### config.mk
export PLATFORM = sky130hd
export DESIGN_NAME = meter_frame_deframer_top
export DESIGN_NICKNAME = d
export VERILOG_FILES = /design/src/rtl/core/mfd_pkg.sv /design/src/rtl/core/mfd_parser.sv /design/src/rtl/core/meter_frame_deframer_top.sv
export SDC_FILE = /design/constraint.sdc
export NUM_CORES = 1
export LEC_CHECK = 0
export ABC_AREA = 1
export ABC_CLOCK_PERIOD_IN_PS = 3600
export BUFFER_PORTS_ARGS = -buffer_cell sky130_fd_sc_hd__buf_2
export CORE_UTILIZATION = 50
export CTS_CLUSTER_DIAMETER = 30
export DETAILED_ROUTE_END_ITERATION = 12
export PLACE_DENSITY_LB_ADDON = 0.3
export SKIP_LAST_GASP = 1
export SYNTH_ARGS = -nofsm -noshare
export SYNTH_HDL_FRONTEND = slang
export SYNTH_SLANG_ARGS = --single-unit
### constraint.sdc
create_clock -name aclk -period 3.6 [get_ports aclk]
set_clock_uncertainty 0.15 [all_clocks]
set_input_delay 0.18 -clock aclk [delete_from_list [all_inputs] [get_ports aclk]]
set_output_delay 0.18 -clock aclk [all_outputs]
set_load 0.02 [all_outputs]
### src/rtl/core/mfd_pkg.sv
// Shared types and constants for the meter frame deframer.
// Used by mfd_parser and meter_frame_deframer_top; depends on nothing else.
package mfd_pkg;

    // Framing bytes
    localparam logic [7:0] SOF_BYTE  = 8'h68;
    localparam logic [7:0] STOP_BYTE = 8'h0A;

    // Result kinds
    localparam logic KIND_PAYLOAD = 1'b0;
    localparam logic KIND_STATUS  = 1'b1;

    // Frame status codes
    localparam logic [1:0] ST_OK          = 2'd0;
    localparam logic [1:0] ST_CSUM_ERR    = 2'd1;
    localparam logic [1:0] ST_STOP_ERR    = 2'd2;
    localparam logic [1:0] ST_LEN_INVALID = 2'd3;

    // Parse phases
    typedef enum logic [2:0] {
        PH_HUNT = 3'd0,
        PH_ADDR = 3'd1,
        PH_CMD  = 3'd2,
        PH_LEN  = 3'd3,
        PH_DATA = 3'd4,
        PH_FCS  = 3'd5,
        PH_STOP = 3'd6
    } phase_t;

    // Fields gathered while a frame is parsed
    typedef struct packed {
        logic [7:0] sum;
        logic [7:0] address;
        logic [7:0] command;
        logic [7:0] length;
        logic [7:0] remaining;
    } frame_t;

    // One result word
    typedef struct packed {
        logic       kind;
        logic [7:0] payload_byte;
        logic [7:0] frame_address;
        logic [7:0] frame_command;
        logic [7:0] payload_length;
        logic [1:0] frame_status;
        logic       last_of_frame;
    } result_t;

endpackage

### src/rtl/core/mfd_parser.sv
// Frame parser: phase register, running checksum and held header fields.
// Produces at most one result word per accepted byte. Depends on mfd_pkg.
module mfd_parser (
    input  logic              aclk,
    input  logic              aresetn,
    input  logic              step_en,
    input  logic [7:0]        rx_byte,
    input  logic              end_of_buffer,
    output logic              res_valid,
    output mfd_pkg::result_t  res
);

    mfd_pkg::phase_t phase_reg, phase_next;
    mfd_pkg::frame_t frame_reg, frame_next, frame_upd, frame_restart;

    logic       has_status;
    logic [1:0] status_code;
    logic       is_payload;
    logic       retry_start;
    logic [7:0] rem_dec;

    assign rem_dec = frame_reg.remaining - 8'd1;

    // A frame seen to begin at this byte: sum seeded with the start byte.
    always_comb begin
        frame_restart     = '0;
        frame_restart.sum = mfd_pkg::SOF_BYTE;
    end

    // Datapath update, status decision and the result word.
    always_comb begin
        frame_upd   = frame_reg;
        has_status  = 1'b0;
        status_code = mfd_pkg::ST_OK;
        is_payload  = 1'b0;
        case (phase_reg)
            mfd_pkg::PH_ADDR: begin
                frame_upd.address = rx_byte;
                frame_upd.sum     = frame_reg.sum + rx_byte;
            end
            mfd_pkg::PH_CMD: begin
                frame_upd.command = rx_byte;
                frame_upd.sum     = frame_reg.sum + rx_byte;
            end
            mfd_pkg::PH_LEN: begin
                frame_upd.length    = rx_byte;
                frame_upd.remaining = rx_byte;
                frame_upd.sum       = frame_reg.sum + rx_byte;
            end
            mfd_pkg::PH_DATA: begin
                frame_upd.sum       = frame_reg.sum + rx_byte;
                frame_upd.remaining = rem_dec;
                is_payload          = 1'b1;
            end
            mfd_pkg::PH_FCS: begin
                // The checksum is not judged on a byte that ends the buffer.
                if (!end_of_buffer && (rx_byte != frame_reg.sum)) begin
                    has_status  = 1'b1;
                    status_code = mfd_pkg::ST_CSUM_ERR;
                end
            end
            mfd_pkg::PH_STOP: begin
                has_status  = 1'b1;
                status_code = (rx_byte == mfd_pkg::STOP_BYTE) ? mfd_pkg::ST_OK
                                                              : mfd_pkg::ST_STOP_ERR;
            end
            default: begin
                if (rx_byte == mfd_pkg::SOF_BYTE) begin
                    frame_upd = frame_restart;
                end
            end
        endcase

        // Buffer ended before the frame completed.
        if (end_of_buffer && !has_status) begin
            has_status  = 1'b1;
            status_code = mfd_pkg::ST_LEN_INVALID;
        end

        // After a checksum or stop error the same byte may open a new frame.
        retry_start = has_status && !end_of_buffer
                      && ((status_code == mfd_pkg::ST_CSUM_ERR)
                          || (status_code == mfd_pkg::ST_STOP_ERR))
                      && (rx_byte == mfd_pkg::SOF_BYTE);

        if (has_status) begin
            frame_next = retry_start ? frame_restart : '0;
        end else begin
            frame_next = frame_upd;
        end

        res_valid          = has_status || is_payload;
        res.kind           = has_status ? mfd_pkg::KIND_STATUS : mfd_pkg::KIND_PAYLOAD;
        res.payload_byte   = has_status ? 8'd0 : rx_byte;
        res.frame_address  = frame_upd.address;
        res.frame_command  = frame_upd.command;
        res.payload_length = frame_upd.length;
        res.frame_status   = has_status ? status_code : mfd_pkg::ST_OK;
        res.last_of_frame  = has_status;
    end

    // Next parse phase.
    always_comb begin
        case (phase_reg)
            mfd_pkg::PH_ADDR: phase_next = mfd_pkg::PH_CMD;
            mfd_pkg::PH_CMD:  phase_next = mfd_pkg::PH_LEN;
            mfd_pkg::PH_LEN: begin
                phase_next = (rx_byte != 8'd0) ? mfd_pkg::PH_DATA : mfd_pkg::PH_FCS;
            end
            mfd_pkg::PH_DATA: begin
                phase_next = (rem_dec == 8'd0) ? mfd_pkg::PH_FCS : mfd_pkg::PH_DATA;
            end
            mfd_pkg::PH_FCS: begin
                phase_next = (rx_byte == frame_reg.sum) ? mfd_pkg::PH_STOP
                                                        : mfd_pkg::PH_FCS;
            end
            mfd_pkg::PH_STOP: phase_next = mfd_pkg::PH_STOP;
            default: begin
                phase_next = (rx_byte == mfd_pkg::SOF_BYTE) ? mfd_pkg::PH_ADDR
                                                            : mfd_pkg::PH_HUNT;
            end
        endcase
        if (has_status) begin
            phase_next = retry_start ? mfd_pkg::PH_ADDR : mfd_pkg::PH_HUNT;
        end
    end

    // State registers advance once per accepted word.
    always_ff @(posedge aclk) begin
        if (!aresetn) begin
            phase_reg <= mfd_pkg::PH_HUNT;
            frame_reg <= '0;
        end else if (step_en) begin
            phase_reg <= phase_next;
            frame_reg <= frame_next;
        end
    end

endmodule

### src/rtl/core/meter_frame_deframer_top.sv
// Meter frame deframer, top level: input handshake, result register.
// Depends on mfd_pkg and mfd_parser.
//
// Usage:
//   The s_ channel takes one received byte per word, with s_end_of_buffer
//   marking the last byte of a receive buffer. The m_ channel gives payload
//   words (m_result_kind = 0) as payload bytes arrive, and one status word
//   (m_result_kind = 1, m_last_of_frame = 1) that closes each frame attempt.
//   Bytes outside a frame give no word unless they end the buffer.
//   Output: a result is registered and shows on m_ in the cycle after its
//   byte is accepted. Throughput: one byte per cycle unless stalled; the
//   parser updates phase, checksum and header fields per accepted byte, the
//   result register holds the word, and the next byte is taken in the cycle that word is taken.
//   Stall: when m_ready is low with a result held, s_ready drops until the
//   result is taken; s_ready follows m_ready in the same cycle.
//   Reset: aresetn (synchronous, active low) returns the parser to hunting
//   for a start byte with all held fields and the checksum at zero, and
//   empties the result register.
module meter_frame_deframer_top (
    input  logic       aclk,
    input  logic       aresetn,
    input  logic       s_valid,
    output logic       s_ready,
    input  logic [7:0] s_rx_byte,
    input  logic       s_end_of_buffer,
    output logic       m_valid,
    input  logic       m_ready,
    output logic       m_result_kind,
    output logic [7:0] m_payload_byte,
    output logic [7:0] m_frame_address,
    output logic [7:0] m_frame_command,
    output logic [7:0] m_payload_length,
    output logic [1:0] m_frame_status,
    output logic       m_last_of_frame
);

    logic             accept;
    logic             res_valid;
    mfd_pkg::result_t res;
    mfd_pkg::result_t result_reg;
    logic             m_valid_reg, m_valid_next;

    // Room for a new word when the result register is empty or being taken.
    assign s_ready = !m_valid_reg || m_ready;
    assign accept  = s_valid && s_ready;

    mfd_parser u_parser (
        .aclk          (aclk),
        .aresetn       (aresetn),
        .step_en       (accept),
        .rx_byte       (s_rx_byte),
        .end_of_buffer (s_end_of_buffer),
        .res_valid     (res_valid),
        .res           (res)
    );

    // Result register occupancy.
    always_comb begin
        if (accept) begin
            m_valid_next = res_valid;
        end else if (m_ready) begin
            m_valid_next = 1'b0;
        end else begin
            m_valid_next = m_valid_reg;
        end
    end

    always_ff @(posedge aclk) begin
        if (!aresetn) begin
            m_valid_reg <= 1'b0;
        end else begin
            m_valid_reg <= m_valid_next;
        end
    end

    // Result payload is loaded only when a new word is produced.
    always_ff @(posedge aclk) begin
        if (accept && res_valid) begin
            result_reg <= res;
        end
    end

    assign m_valid          = m_valid_reg;
    assign m_result_kind    = result_reg.kind;
    assign m_payload_byte   = result_reg.payload_byte;
    assign m_frame_address  = result_reg.frame_address;
    assign m_frame_command  = result_reg.frame_command;
    assign m_payload_length = result_reg.payload_length;
    assign m_frame_status   = result_reg.frame_status;
    assign m_last_of_frame  = result_reg.last_of_frame;

    // A byte that ends the buffer always closes with a status word.
    a_eob_status: assert property (@(posedge aclk) disable iff (!aresetn)
        (s_valid && s_ready && s_end_of_buffer) |=> (m_valid && m_result_kind))
        else $error("buffer end did not produce a status word");

    // Status words carry the frame end mark and no payload byte.
    a_status_shape: assert property (@(posedge aclk) disable iff (!aresetn)
        (m_valid && (m_result_kind == mfd_pkg::KIND_STATUS))
        |-> (m_last_of_frame && (m_payload_byte == 8'd0)))
        else $error("malformed status word");

    // Payload words carry no status and no frame end mark.
    a_payload_shape: assert property (@(posedge aclk) disable iff (!aresetn)
        (m_valid && (m_result_kind == mfd_pkg::KIND_PAYLOAD))
        |-> (!m_last_of_frame && (m_frame_status == mfd_pkg::ST_OK)))
        else $error("malformed payload word");

    // An empty result register never holds off the input.
    a_ready_when_empty: assert property (@(posedge aclk) disable iff (!aresetn)
        !m_valid |-> s_ready)
        else $error("input stalled with empty result register");

endmodule
Word-level counts from Yosys, hierarchy flattened:

Cells that the tools add are included.

* input bits: 13
* logic and storage cells: 82
* output and inout bits: 38
* bits in registers: 80

* reduce and logical (&&, ||, !) cells: 26
* add/subtract/negate cells: 2
* mux-type cells: 26
* equality and inequality tests: 14

Operators by type and width (count)
* $mux 40: 2
* $pmux 8 s2: 4
* $mux 39: 1
* $pmux 8 s3: 1
* $pmux 3 s6: 1
* $reduce_or 5->1: 3
* $mux 1: 11
* $eq 3x3->1 const B: 3
* $add 8x8->8: 1
* $eq 8x4->1 const B: 1
* $eq 8x7->1 const B: 1
* $eq 8x8->1: 1
* $logic_not 8->1: 1
* $ne 8x8->1: 1
* $reduce_bool 8->1: 1
* $reduce_or 4->1: 2
* $sub 8x1->8 const B: 1
* $logic_and 1x1->1: 7
* $eq 3x2->1 const B: 2
* $mux 2: 3
* $reduce_and 3->1: 2
* $ne 2x1->1 const B: 2
* $pmux 2 s2: 1
* $reduce_bool 4->1: 1
* 10 further kinds: 14

Depth between registers and ports, before layout:

* depth in word-level cells: 13
* depth in mapped cells: 12
* depth with buffers taken out: 12

Hierarchy:

Synthesis repeated with hierarchy kept, for this count alone.

* cells, all modules: 515
* area, all modules: 3990.1 um2

By module, submodules not included
* mfd_parser: cells an instance 468, area each 2837.7 um2, instances 1, seq. area each 860.8 um2
* meter_frame_deframer_top: cells an instance 47, area each 1152.4 um2, instances 1, seq. area each 1101.1 um2

Worst setup path after synthesis:

No wires, ideal clock.

* path type: flip-flop to flip-flop
* start: reg u_parser.frame_reg[37] (netlist name)
* end: reg result_reg, in the netlist m_frame_address[0] (enable)
* data required time: 3.060 ns
* buffers on the path: 0
* data arrival time: 1.974 ns
* library setup time: 0.390 ns
* path slack: 1.086 ns
* clock period less this slack: 2.514 ns
* stages on the path, launching flop included: 10
* cells stage by stage: dfxtp_1 -> ha_1 -> inv_1 -> nand2_1 -> nor2_1 -> nand3_1 -> nand3_4 -> nand2_2 -> o21ai_0 -> inv_1

* cells in the longest elaborated chain, start to end: 9

RTL lines
* from (decl): line mfd_parser.sv:14 `mfd_pkg::frame_t frame_reg, frame_next, frame_upd, frame_restart;`
* from (signal assigned): line mfd_parser.sv:135 `frame_reg <= frame_next;`
* $ne 8x8->1 *: line mfd_parser.sv:57 `if (!end_of_buffer && (rx_byte != frame_reg.sum)) begin`
* $logic_and 1x1->1 *: line mfd_parser.sv:57
* $mux 1 *: line mfd_parser.sv:57
* $pmux 1 s2 *: line mfd_parser.sv:36 `case (phase_reg)`
* $logic_not 1->1: line mfd_parser.sv:75 `if (end_of_buffer && !has_status) begin`
* $logic_and 1x1->1: line mfd_parser.sv:75
* $mux 1 *: line mfd_parser.sv:75
* $logic_or 1x1->1 *: line mfd_parser.sv:92 `res_valid = has_status || is_payload;`
* $logic_and 1x1->1 *: line meter_frame_deframer_top.sv:78 `if (accept && res_valid) begin`
* to (signal assigned): line meter_frame_deframer_top.sv:79 `result_reg <= res;`
* to (decl): line meter_frame_deframer_top.sv:40 `mfd_pkg::result_t result_reg;`

Mark *: on every way between the ends. The rest lies on a longest branch, timed or not.
A chain may end at the register's enable or synchronous reset.

Worst setup path in the final report:

* start: reg u_parser.frame_reg[37] (netlist name)
* end: reg result_reg, in the netlist m_frame_address[6] (enable)

Same word-level chain as after synthesis.

==> impl_results.html <==
<table>
<tr><th>Metric</th><th>Value</th></tr>
<tr><th colspan="2">GRT</th></tr>
<tr><td>Vias in the first global route</td><td>around 3.5k</td></tr>
<tr><td>Overall routing resource usage</td><td>roughly a quarter</td></tr>
<tr><td>Antenna violations before repair</td><td>0</td></tr>
<tr><td>Global-route wire length before repair</td><td>around 17000 µm</td></tr>
<tr><td>Global route overflow</td><td>0</td></tr>
<tr><td>Largest net degree at the start of global routing</td><td>39</td></tr>
<tr><th colspan="2">Route</th></tr>
<tr><td>Remaining antenna violation count after routing</td><td>0</td></tr>
<tr><td>Vias</td><td>roughly 3.9k</td></tr>
<tr><td>Remaining DRCs</td><td>0</td></tr>
<tr><td>Detail-routed via count per cell</td><td>about 5.4</td></tr>
<tr><td>Routed Wire Length</td><td>around 11000 µm</td></tr>
<tr><td>Length of the first detailed-routing pass in iterations</td><td>5</td></tr>
<tr><td>Wirelength per Cell</td><td>roughly 15 µm</td></tr>
<tr><td>Detailed router's first-iteration violation count</td><td>between 200 and 300</td></tr>
<tr><th colspan="2">Critical path</th></tr>
<tr><td>Worst r2r path cells</td><td>10</td></tr>
<tr><td>Endpoint class of the critical path</td><td>flop</td></tr>
<tr><td>Critical Path Fanout Max</td><td>19</td></tr>
<tr><td>Critical register-to-register path endpoint</td><td>m_frame_address[6]</td></tr>
<tr><td>Worst path required time</td><td>roughly 3500 ps</td></tr>
<tr><td>Register-to-register setup slack</td><td>a little over 900 ps</td></tr>
<tr><td>Startpoint of the worst-slack reg-to-reg timing path</td><td>u_parser.frame_reg[37]</td></tr>
<tr><td>Worst setup path startpoint</td><td>u_parser.frame_reg[37]</td></tr>
<tr><td>Arrival @ worst endpoint</td><td>roughly 2600 ps</td></tr>
<tr><td>Type of the worst setup path</td><td>flop to flop</td></tr>
<tr><td>CP startpoint kind</td><td>flop</td></tr>
<tr><th colspan="2">Place</th></tr>
<tr><td>Port Buffer Count</td><td>50</td></tr>
<tr><td>Total placed instance area</td><td>roughly 4600 µm²</td></tr>
<tr><td>Final weighted congestion of routability-driven global placement</td><td>between 0.8 and 0.9</td></tr>
<tr><td>Estimated wirelength of the detail-placed design</td><td>approximately 7400 µm</td></tr>
<tr><td>Placed cell count</td><td>698</td></tr>
<tr><th colspan="2">Power and ir drop</th></tr>
<tr><td>Pwr dens</td><td>407 nW/µm²</td></tr>
<tr><td>IR drop worst, VDD</td><td>around 0.00016 V</td></tr>
<tr><td>Cell leakage power</td><td>around 2.1 nW</td></tr>
<tr><th colspan="2">Cells and area</th></tr>
<tr><td>Design area</td><td>a little under 5000 µm²</td></tr>
<tr><td>Commonest non-fill, non-tap cells in the layout</td><td>sky130_fd_sc_hd__nand2_1, sky130_fd_sc_hd__a21oi_1, sky130_fd_sc_hd__buf_2, sky130_fd_sc_hd__inv_1, sky130_fd_sc_hd__nor2_1</td></tr>
<tr><td>Filler-free cell count of the finished design</td><td>approximately 720</td></tr>
<tr><td>Area Overhead vs Synth</td><td>12.8%</td></tr>
<tr><td>Most common cell after layout, fill and taps aside</td><td>sky130_fd_sc_hd__nand2_1</td></tr>
<tr><td>Final-stage net count</td><td>629</td></tr>
<tr><td>Max FFs per register</td><td>40</td></tr>
<tr><td>Ant. Diodes</td><td>0</td></tr>
<tr><td>Share of cells above drive strength 1</td><td>around a fifth</td></tr>
<tr><th colspan="2">Floorplan</th></tr>
<tr><td>Area of the die</td><td>8920 µm²</td></tr>
<tr><td>Top-Level Pins</td><td>51</td></tr>
<tr><td>Die W</td><td>about 94 µm</td></tr>
<tr><td>Die Ht</td><td>94.5 µm</td></tr>
<tr><td>Count of standard-cell rows</td><td>33</td></tr>
<tr><td>Floorplan core area</td><td>about 8300 µm²</td></tr>
<tr><td>Initial core utilization</td><td>51.8%</td></tr>
<tr><th colspan="2">Yosys</th></tr>
<tr><td>Register bit count reported by yosys</td><td>~80</td></tr>
<tr><td>Synth Area per Inst</td><td>between 7 and 8 µm²</td></tr>
<tr><td>Simple-gate share of the synthesized area</td><td>approximately 34%</td></tr>
<tr><td>Multiplexer area fraction after synthesis</td><td>0%</td></tr>
<tr><td>Post-Synth Adder-Cell Area</td><td>under 10%</td></tr>
<tr><td>Compound-cell area share of the yosys netlist</td><td>under 10%</td></tr>
<tr><td>Count of mapped cells out of synthesis</td><td>roughly 560</td></tr>
<tr><td>Number of different library cells in the post-synthesis netlist</td><td>31</td></tr>
<tr><td>Post-synthesis share of cell area spent on xor and xnor gates</td><td>0.615%</td></tr>
<tr><td>Combinational family with the most area after synthesis</td><td>simple AND/OR/NAND/NOR gates</td></tr>
<tr><td>Area of the mapped netlist</td><td>4280 µm²</td></tr>
<tr><td>Fraction of the yosys area taken by sequential cells</td><td>between 40% and 50%</td></tr>
<tr><td>Post-Synthesis Net Count</td><td>approximately 580</td></tr>
<tr><td>Count of yosys warnings during synthesis</td><td>0</td></tr>
<tr><th colspan="2">STA</th></tr>
<tr><td>Setup violations, final</td><td>0</td></tr>
<tr><td>Unrepaired setup endpoints after global routing</td><td>false</td></tr>
<tr><td>Count of final hold-check violations</td><td>0</td></tr>
<tr><td>Max-slew headroom at the worst pin</td><td>about a fifth</td></tr>
<tr><td>Minimum hold slack</td><td>just under 50 ps</td></tr>
<tr><td>Final Slew Violations</td><td>0</td></tr>
<tr><td>Final period utilization</td><td>74.5%</td></tr>
<tr><td>Maximum clock rate</td><td>roughly 370 MHz</td></tr>
<tr><td>Setup TNS after final layout</td><td>0 ps</td></tr>
<tr><td>Slew @ Worst Pin</td><td>roughly 1200 ps</td></tr>
<tr><td>Shortest period the worst path allows</td><td>~2700 ps</td></tr>
<tr><th colspan="2">Min path</th></tr>
<tr><td>Worst Hold Endpoint</td><td>m_frame_status[0]</td></tr>
<tr><td>Worst hold path startpoint</td><td>s_end_of_buffer</td></tr>
<tr><td>Class of the worst hold path</td><td>input pin to flop</td></tr>
<tr><td>Depth of the worst hold-timing path</td><td>3</td></tr>
<tr><th colspan="2">Clock network</th></tr>
<tr><td>Clock-pin transition on the worst setup and hold timing paths</td><td>roughly 90 ps</td></tr>
<tr><td>Buffer levels on the longest clock path</td><td>2</td></tr>
<tr><td>Clock tree from TritonCTS</td><td>built</td></tr>
<tr><td>Clock Sink Count</td><td>~80</td></tr>
<tr><td>TritonCTS Buffers</td><td>9</td></tr>
<tr><td>Root Buffer Master</td><td>sky130_fd_sc_hd__clkbuf_8</td></tr>
<tr><td>Clk_lat worst skew</td><td>approximately 360 ps</td></tr>
<tr><td>Number of H-tree levels</td><td>3</td></tr>
<tr><td>Resized cells post-CTS</td><td>0</td></tr>
<tr><td>Buffers inserted during post-CTS setup optimization</td><td>0</td></tr>
<tr><th colspan="2">Run</th></tr>
<tr><td>Max_cap viols</td><td>0</td></tr>
<tr><th colspan="2">Run status</th></tr>
<tr><td>Result of the run</td><td>completed</td></tr>
</table>
## metal layers
| layer | track usage, % | wire length, µm |
|---|---|---|
| met4 | 10.7 | 223 |
| met5 | 0 | 0 |
| met2 | 43.1 | 5130 |
| met1 | 33.5 | 4720 |
| met3 | 3.38 | 742 |
## cell type report
type	count	area (µm²)
multi-input cells	404	2020
fillers	779	3440
inverters	56	213
clock buffers	11	141
repair buffers	56	300
clock inverters	5	81.3
flip-flops and latches	79	1930
well taps	105	131
## synthesized netlist by cell type, drive strengths merged
cell	instances	area [µm²]
buf	10	85.1
fa	1	20.0
nand2	207	802
dfxtp	44	881
nand4	6	37.5
nand3	46	355
xor2	2	17.5
a21oi	60	338
ha	9	113
nor2	54	235
o21a	1	7.51
xnor2	1	8.76
edfxtp	35	1050
inv	56	213
nor3	1	5.00
or2	1	6.26
o21ai	14	70.1
clkbuf	6	22.5
nand3b	1	7.51
## power by group
group | internal (W) | leakage [nW] | switching (W) | total (W)
sequential | 0.000961 | 0.693 | 0.0000107 | 0.000972
combinational | 0.0000684 | 1.34 | 0.000168 | 0.000236
clock | 0.000411 | 0.110 | 0.000341 | 0.000753
## worst max-delay path, cell delays in order (launching register included)
cell,delay (ps)
sky130_fd_sc_hd__dfxtp_1,320
sky130_fd_sc_hd__ha_1,350
sky130_fd_sc_hd__inv_1,100
sky130_fd_sc_hd__nand2_1,50
sky130_fd_sc_hd__nor2_1,90
sky130_fd_sc_hd__nand3_1,170
sky130_fd_sc_hd__nand3_4,170
sky130_fd_sc_hd__nand2_2,210
sky130_fd_sc_hd__o21ai_0,400
sky130_fd_sc_hd__inv_1,120
sky130_fd_sc_hd__buf_4,260
## through the flow
step / power (W) / setup slack, ps / utilization (%)
after detailed placement: 0.00123 / 894 / 55.5
after global routing: 0.00203 / 759 / 58.4
after global placement: 0.00122 / 948 / 55.5
after CTS: 0.00197 / 905 / 58.4
after floorplan: 0.00115 / 1090 / -
final: 0.00196 / 919 / 58.4
## worst max-delay path by stage
stage,to,slack [ps],cells after the start
after floorplan,m_frame_address[0],1090,9
after detailed placement,m_frame_command[5],890,11
after global routing,m_frame_address[6],760,10
final,m_frame_address[6],920,10
after global placement,m_frame_command[6],950,11
after CTS,m_payload_length[7],910,7
## logic make-up after synthesis
kind of cell | Yosys count
fa+ha+maj | 10
flops | 79
compound gates | 75
buf+inv | 72
simple gates | 316
xor+xnor | 3
## timing repair
item / in CTS / in global routing
hold buffers: 2 / 0
setup endpoints to repair: 0 / 0
hold endpoints to repair: 7 / 0
No activity file was read; power rests on OpenSTA's default activity.
